## src/sv/twf_pkg.sv

```systemverilog
// Shared widths, payload types and register codes for the triangle wind force block.
`timescale 1ns / 1ps

package twf_pkg;

    // Input component format: two's complement, 12 fraction bits.
    localparam int COMPONENT_BITS = 20;
    localparam int IN_W           = 3 * COMPONENT_BITS;

    // Configuration port.
    localparam int CFG_W     = 20;
    localparam int CFG_IDX_W = 8;

    localparam logic [CFG_IDX_W-1:0] REG_TIME_STEP = CFG_IDX_W'(0);
    localparam logic [CFG_IDX_W-1:0] REG_WIND_X    = CFG_IDX_W'(1);
    localparam logic [CFG_IDX_W-1:0] REG_WIND_Y    = CFG_IDX_W'(2);
    localparam logic [CFG_IDX_W-1:0] REG_WIND_Z    = CFG_IDX_W'(3);

    localparam logic [CFG_W-1:0] TIME_STEP_RESET = CFG_W'(41);

    // Datapath widths.
    localparam int E_W     = COMPONENT_BITS + 1;
    localparam int N_W     = 2 * COMPONENT_BITS + 3;
    localparam int NM_W    = N_W - 1;
    localparam int VS_BASE = (COMPONENT_BITS > CFG_W) ? COMPONENT_BITS : CFG_W;
    localparam int VS_W    = VS_BASE + 4;
    localparam int VM_W    = VS_W - 1;
    localparam int NN_W    = 2 * NM_W + 2;
    localparam int D_W     = NM_W + VM_W + 2;
    localparam int GAIN_W  = 8;
    localparam int G_W     = CFG_W + GAIN_W;
    localparam int DSQ_W   = 2 * D_W;
    localparam int M_W     = G_W + NM_W;
    localparam int PROD_W  = DSQ_W + M_W;
    localparam int DEN_W   = NN_W + 4;
    localparam int Q_W     = 32;

    // Collected drag constant 1000 * 0.5 * 0.33 = 165, and the fixed-point scale shift.
    localparam int DRAG_GAIN = 165;
    localparam int DEN_SHIFT = 52;
    localparam int NUM_W     = PROD_W - DEN_SHIFT;
    localparam int REM_W     = (NUM_W > DEN_W + Q_W) ? NUM_W : DEN_W + Q_W;

    // Pipelined arithmetic units.
    localparam int LIMB_W  = 24;
    localparam int MUL_LAT = 3;
    localparam int DIV_LAT = Q_W + 1;

    localparam int QUEUE_DEPTH_DEF = 4;

    localparam logic [Q_W-1:0] POS_LIMIT = 32'h7FFF_FFFF;
    localparam logic [Q_W-1:0] NEG_LIMIT = 32'h8000_0000;

    typedef struct packed {
        logic [IN_W-1:0] pos_a;
        logic [IN_W-1:0] pos_b;
        logic [IN_W-1:0] pos_c;
        logic [IN_W-1:0] vel_a;
        logic [IN_W-1:0] vel_b;
        logic [IN_W-1:0] vel_c;
    } twf_in_t;

    typedef struct packed {
        logic signed [31:0] delta_vx;
        logic signed [31:0] delta_vy;
        logic signed [31:0] delta_vz;
        logic               degenerate;
        logic               saturated;
    } twf_out_t;

    // Classified triangle handed from the front end to the back end.
    typedef struct packed {
        logic [2:0][N_W-1:0]  n;
        logic [2:0][VS_W-1:0] vs;
        logic                 deg;
    } twf_mid_t;

endpackage

```

## src/sv/twf_queue.sv

```systemverilog
// Short first-in first-out queue between the front end and the back end.
`timescale 1ns / 1ps

module twf_queue
    import twf_pkg::*;
#(
    parameter int DEPTH = QUEUE_DEPTH_DEF
) (
    input  logic     clk,
    input  logic     rst_n,
    input  logic     push,
    input  twf_mid_t push_item,
    output logic     full,
    input  logic     pop,
    output twf_mid_t pop_item,
    output logic     empty
);

    localparam int PTR_W = (DEPTH > 1) ? $clog2(DEPTH) : 1;
    localparam int CNT_W = $clog2(DEPTH + 1);

    twf_mid_t         mem_reg [DEPTH];
    logic [PTR_W-1:0] wr_ptr_reg;
    logic [PTR_W-1:0] rd_ptr_reg;
    logic [CNT_W-1:0] count_reg;

    assign full     = count_reg == CNT_W'(DEPTH);
    assign empty    = count_reg == '0;
    assign pop_item = mem_reg[rd_ptr_reg];

    // Storage writes.
    always_ff @(posedge clk)
    begin
        if (push)
        begin
            mem_reg[wr_ptr_reg] <= push_item;
        end
    end

    // Pointers and fill count.
    always_ff @(posedge clk or negedge rst_n)
    begin
        if (!rst_n)
        begin
            wr_ptr_reg <= '0;
            rd_ptr_reg <= '0;
            count_reg  <= '0;
        end
        else
        begin
            if (push)
            begin
                wr_ptr_reg <= (wr_ptr_reg == PTR_W'(DEPTH - 1)) ? '0 : wr_ptr_reg + 1'b1;
            end
            if (pop)
            begin
                rd_ptr_reg <= (rd_ptr_reg == PTR_W'(DEPTH - 1)) ? '0 : rd_ptr_reg + 1'b1;
            end
            if (push && !pop)
            begin
                count_reg <= count_reg + 1'b1;
            end
            else if (pop && !push)
            begin
                count_reg <= count_reg - 1'b1;
            end
        end
    end

endmodule

```

## config.mk

```make
export PLATFORM = sky130hd
export DESIGN_NAME = twf_queue
export DESIGN_NICKNAME = d
export VERILOG_FILES = /design/src/sv/twf_pkg.sv /design/src/sv/twf_queue.sv
export SDC_FILE = /design/constraint.sdc
export NUM_CORES = 1
export LEC_CHECK = 0
export BUFFER_PORTS_ARGS = -buffer_cell sky130_fd_sc_hd__buf_4
export CELL_PAD_IN_SITES_DETAIL_PLACEMENT = 0
export CELL_PAD_IN_SITES_GLOBAL_PLACEMENT = 1
export CORE_UTILIZATION = 30
export CTS_CLUSTER_DIAMETER = 30
export CTS_CLUSTER_SIZE = 24
export DETAILED_ROUTE_END_ITERATION = 16
export GPL_ROUTABILITY_DRIVEN = 0
export GPL_TIMING_DRIVEN = 0
export PLACE_DENSITY_LB_ADDON = 0.15
export SYNTH_ARGS = -nofsm -noshare
export SYNTH_HDL_FRONTEND = slang
export SYNTH_SLANG_ARGS = --single-unit
export TNS_END_PERCENT = 10
```

## constraint.sdc

```tcl
create_clock -name clk -period 9.27 [get_ports clk]
set_input_delay 0.927 -clock clk [delete_from_list [all_inputs] [get_ports clk]]
set_output_delay 0.927 -clock clk [all_outputs]
set_load 0.01 [all_outputs]
```

; ---- After elaboration in Yosys (flattened, before gate mapping)
; Memories as Yosys holds them, arrays and structs flattened.
; Index checks and enable logic that the tools add are counted.
[totals]
regBits = 7
mem_bits_rw = 808
in_bits = 206
out_inout_bits = 204
word_cells = 23
mem_count = 1
[memory_table]
columns = name, depth, width, read_ports, rd_ports_with_merged_regs, wr, line_no
row1 = mem_reg, 4, 202, 1, 0, 1, twf_queue.sv:22  ; twf_mid_t mem_reg [DEPTH];
[op_classes]
addsub = 4
n_eq_ne = 3
muxes = 6
n_reduce_logical = 6
[ops]
columns = cell, count
row1 = 3-bit 2-to-1 mux, 2
row2 = "2-bit by 1-bit adder with 2-bit output, second input constant", 2
row3 = "2-bit equality test, second input constant", 2
row4 = 2-bit 2-to-1 mux, 2
row5 = "3-bit by 1-bit adder with 3-bit output, second input constant", 1
row6 = "3-bit equality test, second input constant", 1
row7 = 3-bit zero test, 1
row8 = "3-bit by 1-bit subtractor with 3-bit output, second input constant", 1
row9 = 1-bit logical AND, 2
row10 = 1-bit zero test, 2
row11 = 1-bit 2-to-1 mux, 2
row12 = 2-bit nonzero test, 1

; ---- Longest topological paths before layout
; Gate-level depths: netlist of the first run.
[depth]
ltp_word = 4
depth_mapped = 7
mapped_depth_nobuf = 7

; ---- Worst setup path before layout of the first run
; No wires, ideal clock.
[synth_path]
path_kind = input-to-reg
startpoint = input push
endpoint = memory mem_reg[2][0] (netlist name), enable pin
setup_time_ns = 0.586
arrival_time_ns = 5.509
required_ns = 8.684
slack_ns = 3.174
cell_stages = 1
n_path_buf = 0
path_cell_list = and2_1
[synth_via]
elab_chain_cells = 2
[synth_lines]
columns = element, line_no
row1 = "start, declared", twf_queue.sv:11  ; input logic push,
row2 = 1-bit 2-to-1 mux, twf_queue.sv:34  ; if (push)
row3 = 1-bit 2-to-1 mux (not written as such), twf_queue.sv:36  ; mem_reg[wr_ptr_reg] <= push_item;
row4 = "end, declared", twf_queue.sv:22
; No other way between the ends.

==> metrics.md, run 1 <==
| Metric | Value |
|---|---|
| Initial antenna violation count | `14` |
| Final min period | `3.87 ns` |
| Post CTS Setup Buffer Count | `0` |
| Max Freq | `259 MHz` |
| Gate Count Post-Synth | `1093` |
| CTS H-tree depth | `4` |
| Total GRT Usage | `14.0%` |
| Pwr dens | `368 nW/µm²` |
| Clk root buf | `clkbuf_16` |
| Crit path from | `rd_ptr_reg[1]` |
| Worst setup path end | `pop_item[100]` |
| Global route total overflow | `0` |
| Clk buf depth | `3` |
| Die H | `316 µm` |
| Post-detail-place hpwl | `44300 µm` |
| CP Max Fanout | `10` |
| First-pass GRT wire length | `101000 µm` |
| Critical-path top delay cell | `buf_2` |
| Filler cell count | `8462` |
| Ys flop type | `edfxtp_1` |
| Fin nets | `1923` |
| Cell taking the most area after synthesis | `edfxtp_1` |
| Design Area, Final | `41200 µm²` |
| R2R Setup Slk | `6.81 ns` |
| Buffers added on ports | `409` |
| CTS Buf Count | `188` |
| P_leak | `14.4 nW` |
| DRC | `0` |
| Share of the synthesized area in the top cell type | `82.1%` |
| CP endpoint kind | `output pin` |
| Nature of the critical path startpoint | `flip-flop` |
| Mapped Avg Cell Area | `27.1 µm²` |
| Cells after DPL | `2795` |
| Final Cycle Share | `41.7%` |
| CTS clk-pin slew, worst paths | `0.04 ns` |
| Final Hold Viols | `0` |
| Final WS setup | `5.40 ns` |
| Synth cell count leaders | `edfxtp_1, mux4_2, buf_2` |
| CTS tree | `done` |
| Initial Util | `30.4%` |
| Actual slew at the worst max-slew pin | `0.828 ns` |
| Final total power | `0.0152 W` |
| Number of synthesized flops with an enable pin | `808` |
| Worst vdd ir | `0.182 mV` |
| TritonRoute pass-1 iters | `4` |
| Initial DRC Count | `621` |
| Worst path cell trace | `clkbuf_1, buf_2, buf_2, mux4_2, buf_4` |
| Final core utilization | `42.4%` |
| CTS Sinks | `815` |
| Drt via density | `4.43` |
| Register area share after synthesis | `82.7%` |
| Critical Path AT | `2.94 ns` |
| Vias in the first global route | `15600` |
| Chip width | `316 µm` |
| Max incr delay on CP | `0.45 ns` |
| Most instantiated library cell after synthesis | `edfxtp_1` |
| Clock latency on the worst-skew pair | `0.74 ns` |
| Die area | `99800 µm²` |
| Area growth syn-to-layout | `39.2%` |
| R2r endpoint | `mem_reg[0][75]` |
| Tightest Hold Check Type | `input pin to flip-flop` |
| YS warnings | `0` |
| Cell mode on critical path | `buf_2` |
| Crit path kind | `flip-flop to output pin` |
| Worst hold start | `push_item[0]` |
| Status | `finished clean` |
| RSZ-0062 raised after global routing | `false` |
| Place WS | `6.03 ns` |
| Placement row count | `114` |
| Total Wirelength | `69500 µm` |
| Relative slew slack | `44.8%` |
| Max Clock Skew | `0.0280 ns` |
| Worst r2r path cells | `5` |
| Final Max Slew Viols | `0` |
| DRT antenna net count | `0` |
| Distinct cell type count after synthesis | `18` |
| Critical R2R Launch | `wr_ptr_reg[0]` |
| Post-Syn Area | `29600 µm²` |
| CORE AREA | `97100 µm²` |
| Worst Path Required | `8.34 ns` |
| Post-Syn Nets | `1306` |
| Synth top area cells | `edfxtp_1, mux4_2, buf_6` |
| Largest net degree at the start of global routing | `51` |
| Layout Cells excl Fill | `3147` |
| Ports | `410` |
| Final setup vio count | `0` |
| Layout cell share with drive strength beyond 1 | `52.5%` |
| Fraction of registers with async set/reset | `0.859%` |
| Placed cell areas | `34700 µm²` |
| FF+latch count, synth | `815` |
| # Max-Cap Violations | `0` |
| Wire per inst | `22.1 µm` |
| Max reg flops | `808` |
| Vias | `13900` |
## layout make-up
cell class	instances	area [µm²]	area share, %
clock buffer	212	4860	11.8
buffer	46	344	0.836
inverter	4	15.0	0.0365
tap	1276	1600	3.88
clock inverter	134	1590	3.87
antenna	5	12.5	0.0304
sequential	815	24400	59.4
timing repair buffer	427	3530	8.57
multi-input combinational	228	4780	11.6
## metrics by stage
step                      hold slack (ns)  setup TNS [ns]
after floorplan                     0.456               0
after global placement              0.473        -1498.70
after detailed placement            0.486               0
after CTS                           0.304               0
after global routing                0.321               0
final                               0.379               0
## worst min-delay path by stage
| stage | endpoint | slack, ns | cells past startpoint |
|---|---|---|---|
| after global placement | count_reg[2] | 0.47 | 1 |
| after global routing | mem_reg[2][1] | 0.32 | 1 |
| after CTS | mem_reg[1][1] | 0.30 | 1 |
| after detailed placement | count_reg[2] | 0.49 | 1 |
| after floorplan | count_reg[2] | 0.46 | 1 |
| final | mem_reg[2][0] | 0.38 | 1 |
## cell families after synthesis
logic type / Yosys count / synth area share, %
flops: 815 / 82.7
buf+inv: 50 / 1.21
xor+xnor: 3 / 0.0889
compound gates: 2 / 0.0339
mux: 205 / 15.5
simple gates: 11 / 0.190
fa+ha+maj: 7 / 0.322
## worst max-delay path: cells and delay by family, from the launching register on
kind / cells / cell delay (ns)
buffers and inverters: 4 / 1.43
flip-flops: 1 / 0.35
multiplexers: 1 / 0.37
## routing by layer
layer	up-vias	global-route usage (%)	part of all wire, %
met5	-	0	0.25
met4	24	5.57	2.1
met3	132	7.20	10
met2	459	22.6	49
met1	7223	15.7	38
li1	6101	-	-
## cell usage in the layout (no fill, tap or decap), drive strengths merged
master,Yosys,final
diode,0,5
dfrtp,7,7
xnor2,1,1
and2,4,4
nand2,2,2
bufinv,0,29
xor2,2,2
nor3b,1,1
mux2,3,3
buf,42,468
nor3,1,1
inv,4,12
dlygate4sd3,0,1
nor2,3,3
clkbuf,4,216
clkinv,0,78
clkinvlp,0,19
edfxtp,808,808
mux4,202,202
ha,6,6
fa,1,1
o21ai,2,2
## timing repair
item | in CTS | in global routing
resized for setup | 0 | 0
hold buffers | 1 | 0
hold endpoints to repair | 7 | 0
## where the power goes
group,switching (W),internal (W)
Combinational,0.00193,0.00183
Sequential,0.000112,0.00473
Clock,0.00202,0.00455
(Power assumes the default switching activity.)
==> run 2: changes to the inputs <==
==> constraint.sdc (replaced) <==
create_clock -name clk -period 3.1 [get_ports clk]
set_input_delay 0.31 -clock clk [delete_from_list [all_inputs] [get_ports clk]]
set_output_delay 0.31 -clock clk [all_outputs]
set_load 0.01 [all_outputs]
==> run 2 against run 1 <==
Against the previous run:
- setup slack worse by 5.1 ns
- global-route usage is 0.16 points higher
- highest routed layer unchanged
- via count is 5.1% higher
- final cell count is 6.4% higher
- non-clock buffer count is 208 higher
- sequential share of layout area is 2.8 points lower
- routed wire length is 0.99% higher
- utilization is 2.1 points higher
- final area is 4.9% higher
==> metrics.md, run 2 (synthesis results as in run 1) <==
| Metric | Value |
|---|---|
| CTS clk-pin slew, worst paths | `0.04 ns (about the same)` |
| Tightest Hold Check Type | `input pin to flip-flop` |
| RSZ-0062 raised after global routing | `false` |
| Buffers added on ports | `409 (unchanged)` |
| Critical R2R Launch | `wr_ptr_reg[0]` |
| Max reg flops | `808 (unchanged)` |
| DRT antenna net count | `0 (unchanged)` |
| Worst-case hold slack | `0.307 ns (-0.0720 ns)` |
| Clk root buf | `clkbuf_16` |
| Chip width | `316 µm (unchanged)` |
| CTS Buf Count | `180 (-4.3%)` |
| Fin nets | `2123 (+10%)` |
| GR Util met1 | `16.3% (+0.59 points)` |
| Ports | `410 (unchanged)` |
| R2R Setup Slk | `0.70 ns (-6.11 ns)` |
| Worst Hold Path EP | `mem_reg[0][2]` |
| Critical-path top delay cell | `mux4_2` |
| Final Max Slew Viols | `0 (unchanged)` |
| Post-detail-place hpwl | `44400 µm (+0.23%)` |
| Layout cell share with drive strength beyond 1 | `46.7% (-5.8 points)` |
| Final WS setup | `0.255 ns (-5.15 ns)` |
| TritonRoute pass-1 iters | `4 (unchanged)` |
| Worst Path Required | `2.79 ns (-5.55 ns)` |
| Wire per inst | `21.0 µm (-5.1%)` |
| P_leak | `15.2 nW (+5.7%)` |
| CTS Sinks | `815 (unchanged)` |
| Worst vdd ir | `0.672 mV (+270%)` |
| Actual slew at the worst max-slew pin | `0.745 ns (-0.0832 ns)` |
| Max incr delay on CP | `0.36 ns (-0.09 ns)` |
| Nature of the critical path startpoint | `flip-flop` |
| Vias | `14600 (+5.1%)` |
| Total Wirelength | `70200 µm (+0.99%)` |
| Most frequent cells in the layout | `edfxtp_1, buf_4, dlygate4sd3_1` |
| Initial DRC Count | `649 (+4.5%)` |
| Global route total overflow | `0 (unchanged)` |
| Critical Path AT | `2.54 ns (-0.40 ns)` |
| Die area | `99800 µm² (unchanged)` |
| Vias in the first global route | `16500 (+6.2%)` |
| Initial Util | `30.4% (unchanged)` |
| R2r endpoint | `mem_reg[2][75]` |
| Clock latency on the worst-skew pair | `0.75 ns (about the same)` |
| CP endpoint kind | `output pin` |
| Die H | `316 µm (unchanged)` |
| Post CTS Setup Buffer Count | `0 (unchanged)` |
| Area growth syn-to-layout | `46.0%` |
| Placed cell areas | `34800 µm² (+0.17%)` |
| Status | `finished clean` |
| Initial antenna violation count | `8 (-6)` |
| Relative slew slack | `50.4% (+5.5 points)` |
| Final Hold Viols | `0 (unchanged)` |
| Final setup vio count | `0 (unchanged)` |
| Crit path from | `rd_ptr_reg[1]` |
| Worst path bufs/invs | `4 (unchanged)` |
| Setup TNS Final | `0 ns (unchanged)` |
| Max Clock Skew | `0.0270 ns (-0.000931 ns)` |
| Pwr dens | `1050 nW/µm² (+190%)` |
| M2 GR Usage | `23.5% (+0.89 points)` |
| Total GRT Usage | `14.2% (+0.16 points)` |
| Cell mode on critical path | `buf_4` |
| Drt via density | `4.37 (-1.3%)` |
| Clk buf depth | `3 (unchanged)` |
| Most common cell after layout, fill and taps aside | `edfxtp_1` |
| Top Usage Layer GRT | `met2` |
| WP depth | `5 (unchanged)` |
| CTS H-tree depth | `4 (unchanged)` |
| Placement row count | `114 (unchanged)` |
| Worst hold start | `push_item[2]` |
| Design Area, Final | `43200 µm² (+4.9%)` |
| CP Max Fanout | `10 (unchanged)` |
| First-pass GRT wire length | `103000 µm (+2.6%)` |
| Place WS | `0.430 ns (-5.60 ns)` |
| Top delay family on crit path | `buffers and inverters` |
| Final Cycle Share | `91.8%` |
| DRC | `0 (unchanged)` |
| Final min period | `2.85 ns` |
| Hold path cells | `2 (+1)` |
| GRT met3 Usage | `6.10% (-1.1 points)` |
| Largest net degree at the start of global routing | `47 (-7.8%)` |
| # Max-Cap Violations | `0 (unchanged)` |
| CORE AREA | `97100 µm² (unchanged)` |
| Crit path kind | `flip-flop to output pin` |
| Worst r2r path cells | `6 (+1)` |
| Worst path cell trace | `clkbuf_2, buf_4, buf_2, mux4_2, buf_4` |
| Max Freq | `351 MHz` |
| CTS tree | `done` |
-- run 2: changes by cell type in the layout (fill, tap and decap cells not counted), sizes merged --
cell / before / now
inv: 12 / 10
dlygate4sd3: 1 / 206
bufinv: 29 / 32
clkinv: 78 / 74
clkbuf: 216 / 213
buf: 468 / 471
diode: 5 / 8
clkinvlp: 19 / 16
-- run 2: cell type report --
cell class              instances  area (µm²)
multi-input cells             228        4780
diodes                          8        20.0
plain buffers                  46         355
well taps                    1276        1600
inverters                       4        15.0
fillers                      8397       54000
clock buffers                 209        4700
flip-flops and latches        815       24400
clock inverters               128        1630
repair buffers                635        5640
-- run 2: routing by layer --
metal / part of all wire (%) / vias up
li1: - / 6509
met1: 39 / 7525
met2: 50 / 474
met3: 9.2 / 132
met4: 2.2 / 8
met5: 0.075 / -
-- run 2: per-stage QoR --
| step | utilization, % | total power (W) | std cells |
|---|---|---|---|
| floorplan | - | 0.0208 | 1093 |
| global placement | 35.3 | 0.0263 | 2778 |
| detailed placement | 35.8 | 0.0264 | 2798 |
| CTS | 44.4 | 0.0463 | 3341 |
| global route | 44.4 | 0.0474 | 3345 |
| finish | 44.4 | 0.0454 | 3349 |
-- run 2: report_power, final --
part	leakage (nW)	switching (W)	internal (W)	total [W]
clock	3.05	0.00593	0.0135	0.0194
sequential	7.50	0.000335	0.0141	0.0145
combinational	4.65	0.00584	0.00568	0.0115
total	15.2	0.0121	0.0333	0.0454
-- run 2: worst max path at each step --
stage | slack (ns) | endpoint
6_report | 0.25 | pop_item[101]
2_1_floorplan | -0.41 | mem_reg[1][0]
3_5_place_dp | 0.43 | pop_item[103]
5_1_grt | 0.03 | pop_item[112]
4_1_cts | 0.04 | pop_item[103]
3_3_place_gp | -3.03 | mem_reg[1][81]
-- run 2: timing repair --
item / 4_1_cts / 5_1_grt
endpoints found under the setup margin: 199 / 0
hold endpoints to repair: 820 / 0
gates resized for setup: 5 / 0
hold buffers: 206 / 0
==> run 3: changes to the inputs <==
--- a/config.mk
+++ b/config.mk
@@ -5,13 +5,13 @@
 export SDC_FILE = /design/constraint.sdc
 export NUM_CORES = 1
 export LEC_CHECK = 0
-export BUFFER_PORTS_ARGS = -buffer_cell sky130_fd_sc_hd__buf_4
 export CELL_PAD_IN_SITES_DETAIL_PLACEMENT = 0
 export CELL_PAD_IN_SITES_GLOBAL_PLACEMENT = 1
 export CORE_UTILIZATION = 30
 export CTS_CLUSTER_DIAMETER = 30
 export CTS_CLUSTER_SIZE = 24
 export DETAILED_ROUTE_END_ITERATION = 16
+export DONT_BUFFER_PORTS = 1
 export GPL_ROUTABILITY_DRIVEN = 0
 export GPL_TIMING_DRIVEN = 0
 export PLACE_DENSITY_LB_ADDON = 0.15
==> constraint.sdc (replaced) <==
create_clock -name clk -period 2.4 [get_ports clk]
set_input_delay 0.24 -clock clk [delete_from_list [all_inputs] [get_ports clk]]
set_output_delay 0.24 -clock clk [all_outputs]
set_load 0.01 [all_outputs]
==> run 3 against run 2 <==
Against the previous run:
- the flow now finishes with violations (setup timing)
- final area is 5.7% lower
- highest routed layer unchanged
- critical path type unchanged
- global-route usage down 0.38 points
- routed wire length down 2.2%
- largest cell class unchanged
- via count is 9.5% lower
- register-to-register slack worse by 0.66 ns
- clock skew up 0.014 ns
- final cell count decreased by 12%
==> metrics.md, run 3 (synthesis results as in run 1) <==
| Metric | Value |
|---|---|
| Flop pwr share | `32.8% (+0.9 points)` |
| Initial Util | `30.4% (unchanged)` |
| Chip width | `316 µm (unchanged)` |
| Final Max Slew Viols | `0 (unchanged)` |
| Final Hold Viols | `0 (unchanged)` |
| Fin nets | `1723 (-19%)` |
| Post-detail-place hpwl | `41800 µm (-5.7%)` |
| Clk buf depth | `3 (unchanged)` |
| Ports | `410 (unchanged)` |
| Most frequent cells in the layout | `edfxtp_1, dlygate4sd3_1, mux4_2` |
| Most common cell after layout, fill and taps aside | `edfxtp_1` |
| First-pass GRT wire length | `98600 µm (-4.5%)` |
| Layout Cells excl Fill | `2952 (-12%)` |
| Total Wirelength | `68700 µm (-2.2%)` |
| Layout cell share with drive strength beyond 1 | `34.6% (-12 points)` |
| Clk root buf | `clkbuf_16` |
| Max reg flops | `808 (unchanged)` |
| Initial DRC Count | `557 (-14%)` |
| Register area | `24400 µm² (about the same)` |
| Die H | `316 µm (unchanged)` |
| CTS Buf Count | `181 (+0.56%)` |
| Psw | `0.0155 W (+28%)` |
| Final Cycle Share | `106%` |
| Filler cell count | `8468 (+0.85%)` |
| Die area | `99800 µm² (unchanged)` |
| Tightest Hold Check Type | `input pin to flip-flop` |
| Total GRT Usage | `13.8% (-0.38 points)` |
| P_int | `0.0415 W (+25%)` |
| Vias | `13300 (-9.5%)` |
| CTS H-tree depth | `4 (unchanged)` |
| Worst hold start | `push` |
| RSZ-0062 raised after global routing | `true` |
| Pwr dens | `1400 nW/µm² (+33%)` |
| Hold path cells | `1 (-1)` |
| Area of the multi-input gates | `4780 µm² (unchanged)` |
| Wire per inst | `23.3 µm (+11%)` |
| Nature of the critical path startpoint | `flip-flop` |
| Final setup vio count | `201 (+201)` |
| Initial antenna violation count | `17 (+9)` |
| Failing checks | `setup timing` |
| Global route total overflow | `0 (unchanged)` |
| Place WS | `-0.174 ns (-0.604 ns)` |
| Placement row count | `114 (unchanged)` |
| Setup TNS Final | `-16.73 ns (-16.73 ns)` |
| Status | `complete, but fails checks` |
| Max Freq | `393 MHz` |
| Design Area, Final | `40700 µm² (-5.7%)` |
| CTS Sinks | `815 (unchanged)` |
| Vias in the first global route | `14800 (-10%)` |
| Final WS setup | `-0.143 ns (-0.397 ns)` |
| TritonRoute pass-1 iters | `4 (unchanged)` |
| CTS tree | `done` |
| R2r endpoint | `mem_reg[2][142]` |
| Placed cell areas | `31600 µm² (-9.1%)` |
| DRT antenna net count | `0 (unchanged)` |
| Relative slew slack | `48.2% (-2.2 points)` |
| Critical R2R Launch | `wr_ptr_reg[0]` |
| Clk network pwr share | `44.6% (+1.9 points)` |
| CP Max Fanout | `10 (unchanged)` |
| Switching part of the total | `27.1% (+0.46 points)` |
| Area growth syn-to-layout | `37.6%` |
| Actual slew at the worst max-slew pin | `0.777 ns (+0.0328 ns)` |
| DRC | `0 (unchanged)` |
| Max Clock Skew | `0.0406 ns (+0.0136 ns)` |
| CP endpoint kind | `output pin` |
| Worst vdd ir | `0.828 mV (+23%)` |
| # Max-Cap Violations | `0 (unchanged)` |
| Clock latency on the worst-skew pair | `0.74 ns (about the same)` |
| CTS clk-pin slew, worst paths | `0.05 ns (about the same)` |
| Critical Path AT | `2.30 ns (-0.24 ns)` |
| Largest net degree at the start of global routing | `51 (+8.5%)` |
| R2R Setup Slk | `0.04 ns (-0.66 ns)` |
| Crit path kind | `flip-flop to output pin` |
| Final core utilization | `41.9% (-2.6 points)` |
| Worst Path Required | `2.16 ns (-0.63 ns)` |
| CORE AREA | `97100 µm² (unchanged)` |
| Worst r2r path cells | `5 (-1)` |
| Final min period | `2.54 ns` |
| Worst Hold Path EP | `mem_reg[2][156]` |
| P_leak | `13.5 nW (-11%)` |
| Combinational Power Share | `22.5% (-2.9 points)` |
| Cells after DPL | `2385 (-15%)` |
| Drt via density | `4.49 (+2.7%)` |
| Buffers added on ports | `0 (-100%)` |
[run 3: cell types whose count changed in the layout (fill, tap and decap cells not counted), sizes merged, moves of 2 or more]
cell	previous run	this run
diode	8	13
clkbuf	213	211
buf	471	67
bufinv	32	34
clkinv	74	66
inv	10	19
[run 3: layout make-up]
class | instances | area share [%]
Inverter | 4 | 0.0369
Clock buffer | 204 | 11.6
Timing Repair Buffer | 235 | 6.75
Buffer | 45 | 1.64
Antenna cell | 13 | 0.0799
Multi-Input combinational cell | 228 | 11.7
Sequential cell | 815 | 60.1
Clock inverter | 132 | 4.22
Tap cell | 1276 | 3.92
[run 3: timing repair]
item | CTS | global route
endpoints found under the setup margin | 301 | 500
gates cloned | 3 | 4
hold endpoints to repair | 822 | 0
hold buffers | 206 | 0
buffers inserted | 6 | 1
gates resized for setup | 81 | 11
pin swaps | 0 | 0
[run 3: power by group through the flow]
stage / clock network, W / registers, W / logic [W]
floorplan: 0 / 0.0189 / 0.00789
global placement: 0 / 0.0191 / 0.0114
detailed placement: 0 / 0.0190 / 0.0118
CTS: 0.0260 / 0.0188 / 0.0132
global route: 0.0267 / 0.0189 / 0.0139
finish: 0.0254 / 0.0187 / 0.0129
[run 3: layer usage]
layer	GRT usage (%)	up-vias	share of wire, %
met3	6.63	139	10
met4	5.42	14	2.2
li1	-	5717	-
met5	0	-	0.13
met2	22.2	440	49
met1	15.8	6953	39
[run 3: worst max-delay path by stage]
stage / end / slack (ns) / startpoint
finish: pop_item[171] / -0.14 / rd_ptr_reg[0]
global route: pop_item[148] / -0.28 / rd_ptr_reg[0]
CTS: pop_item[127] / -0.26 / rd_ptr_reg[0]
detailed placement: pop_item[30] / -0.17 / rd_ptr_reg[1]
global placement: mem_reg[0][66] / -1.54 / wr_ptr_reg[1]
floorplan: mem_reg[2][0] / -0.06 / wr_ptr_reg[0]
[run 3: critical path, cell delays in order (launching register included)]
cell and delay [ns]:
dfrtp_1 0.38, buf_12 0.19, buf_16 0.19, buf_8 0.18, mux4_2 0.59
[run 3: metrics by stage]
stage	hold WS [ns]	total power (W)
global placement	-0.0552	0.0306
finish	0.0931	0.0570
global route	0.0742	0.0595
detailed placement	-0.0553	0.0308
floorplan	-0.0556	0.0268
CTS	0.0560	0.0579
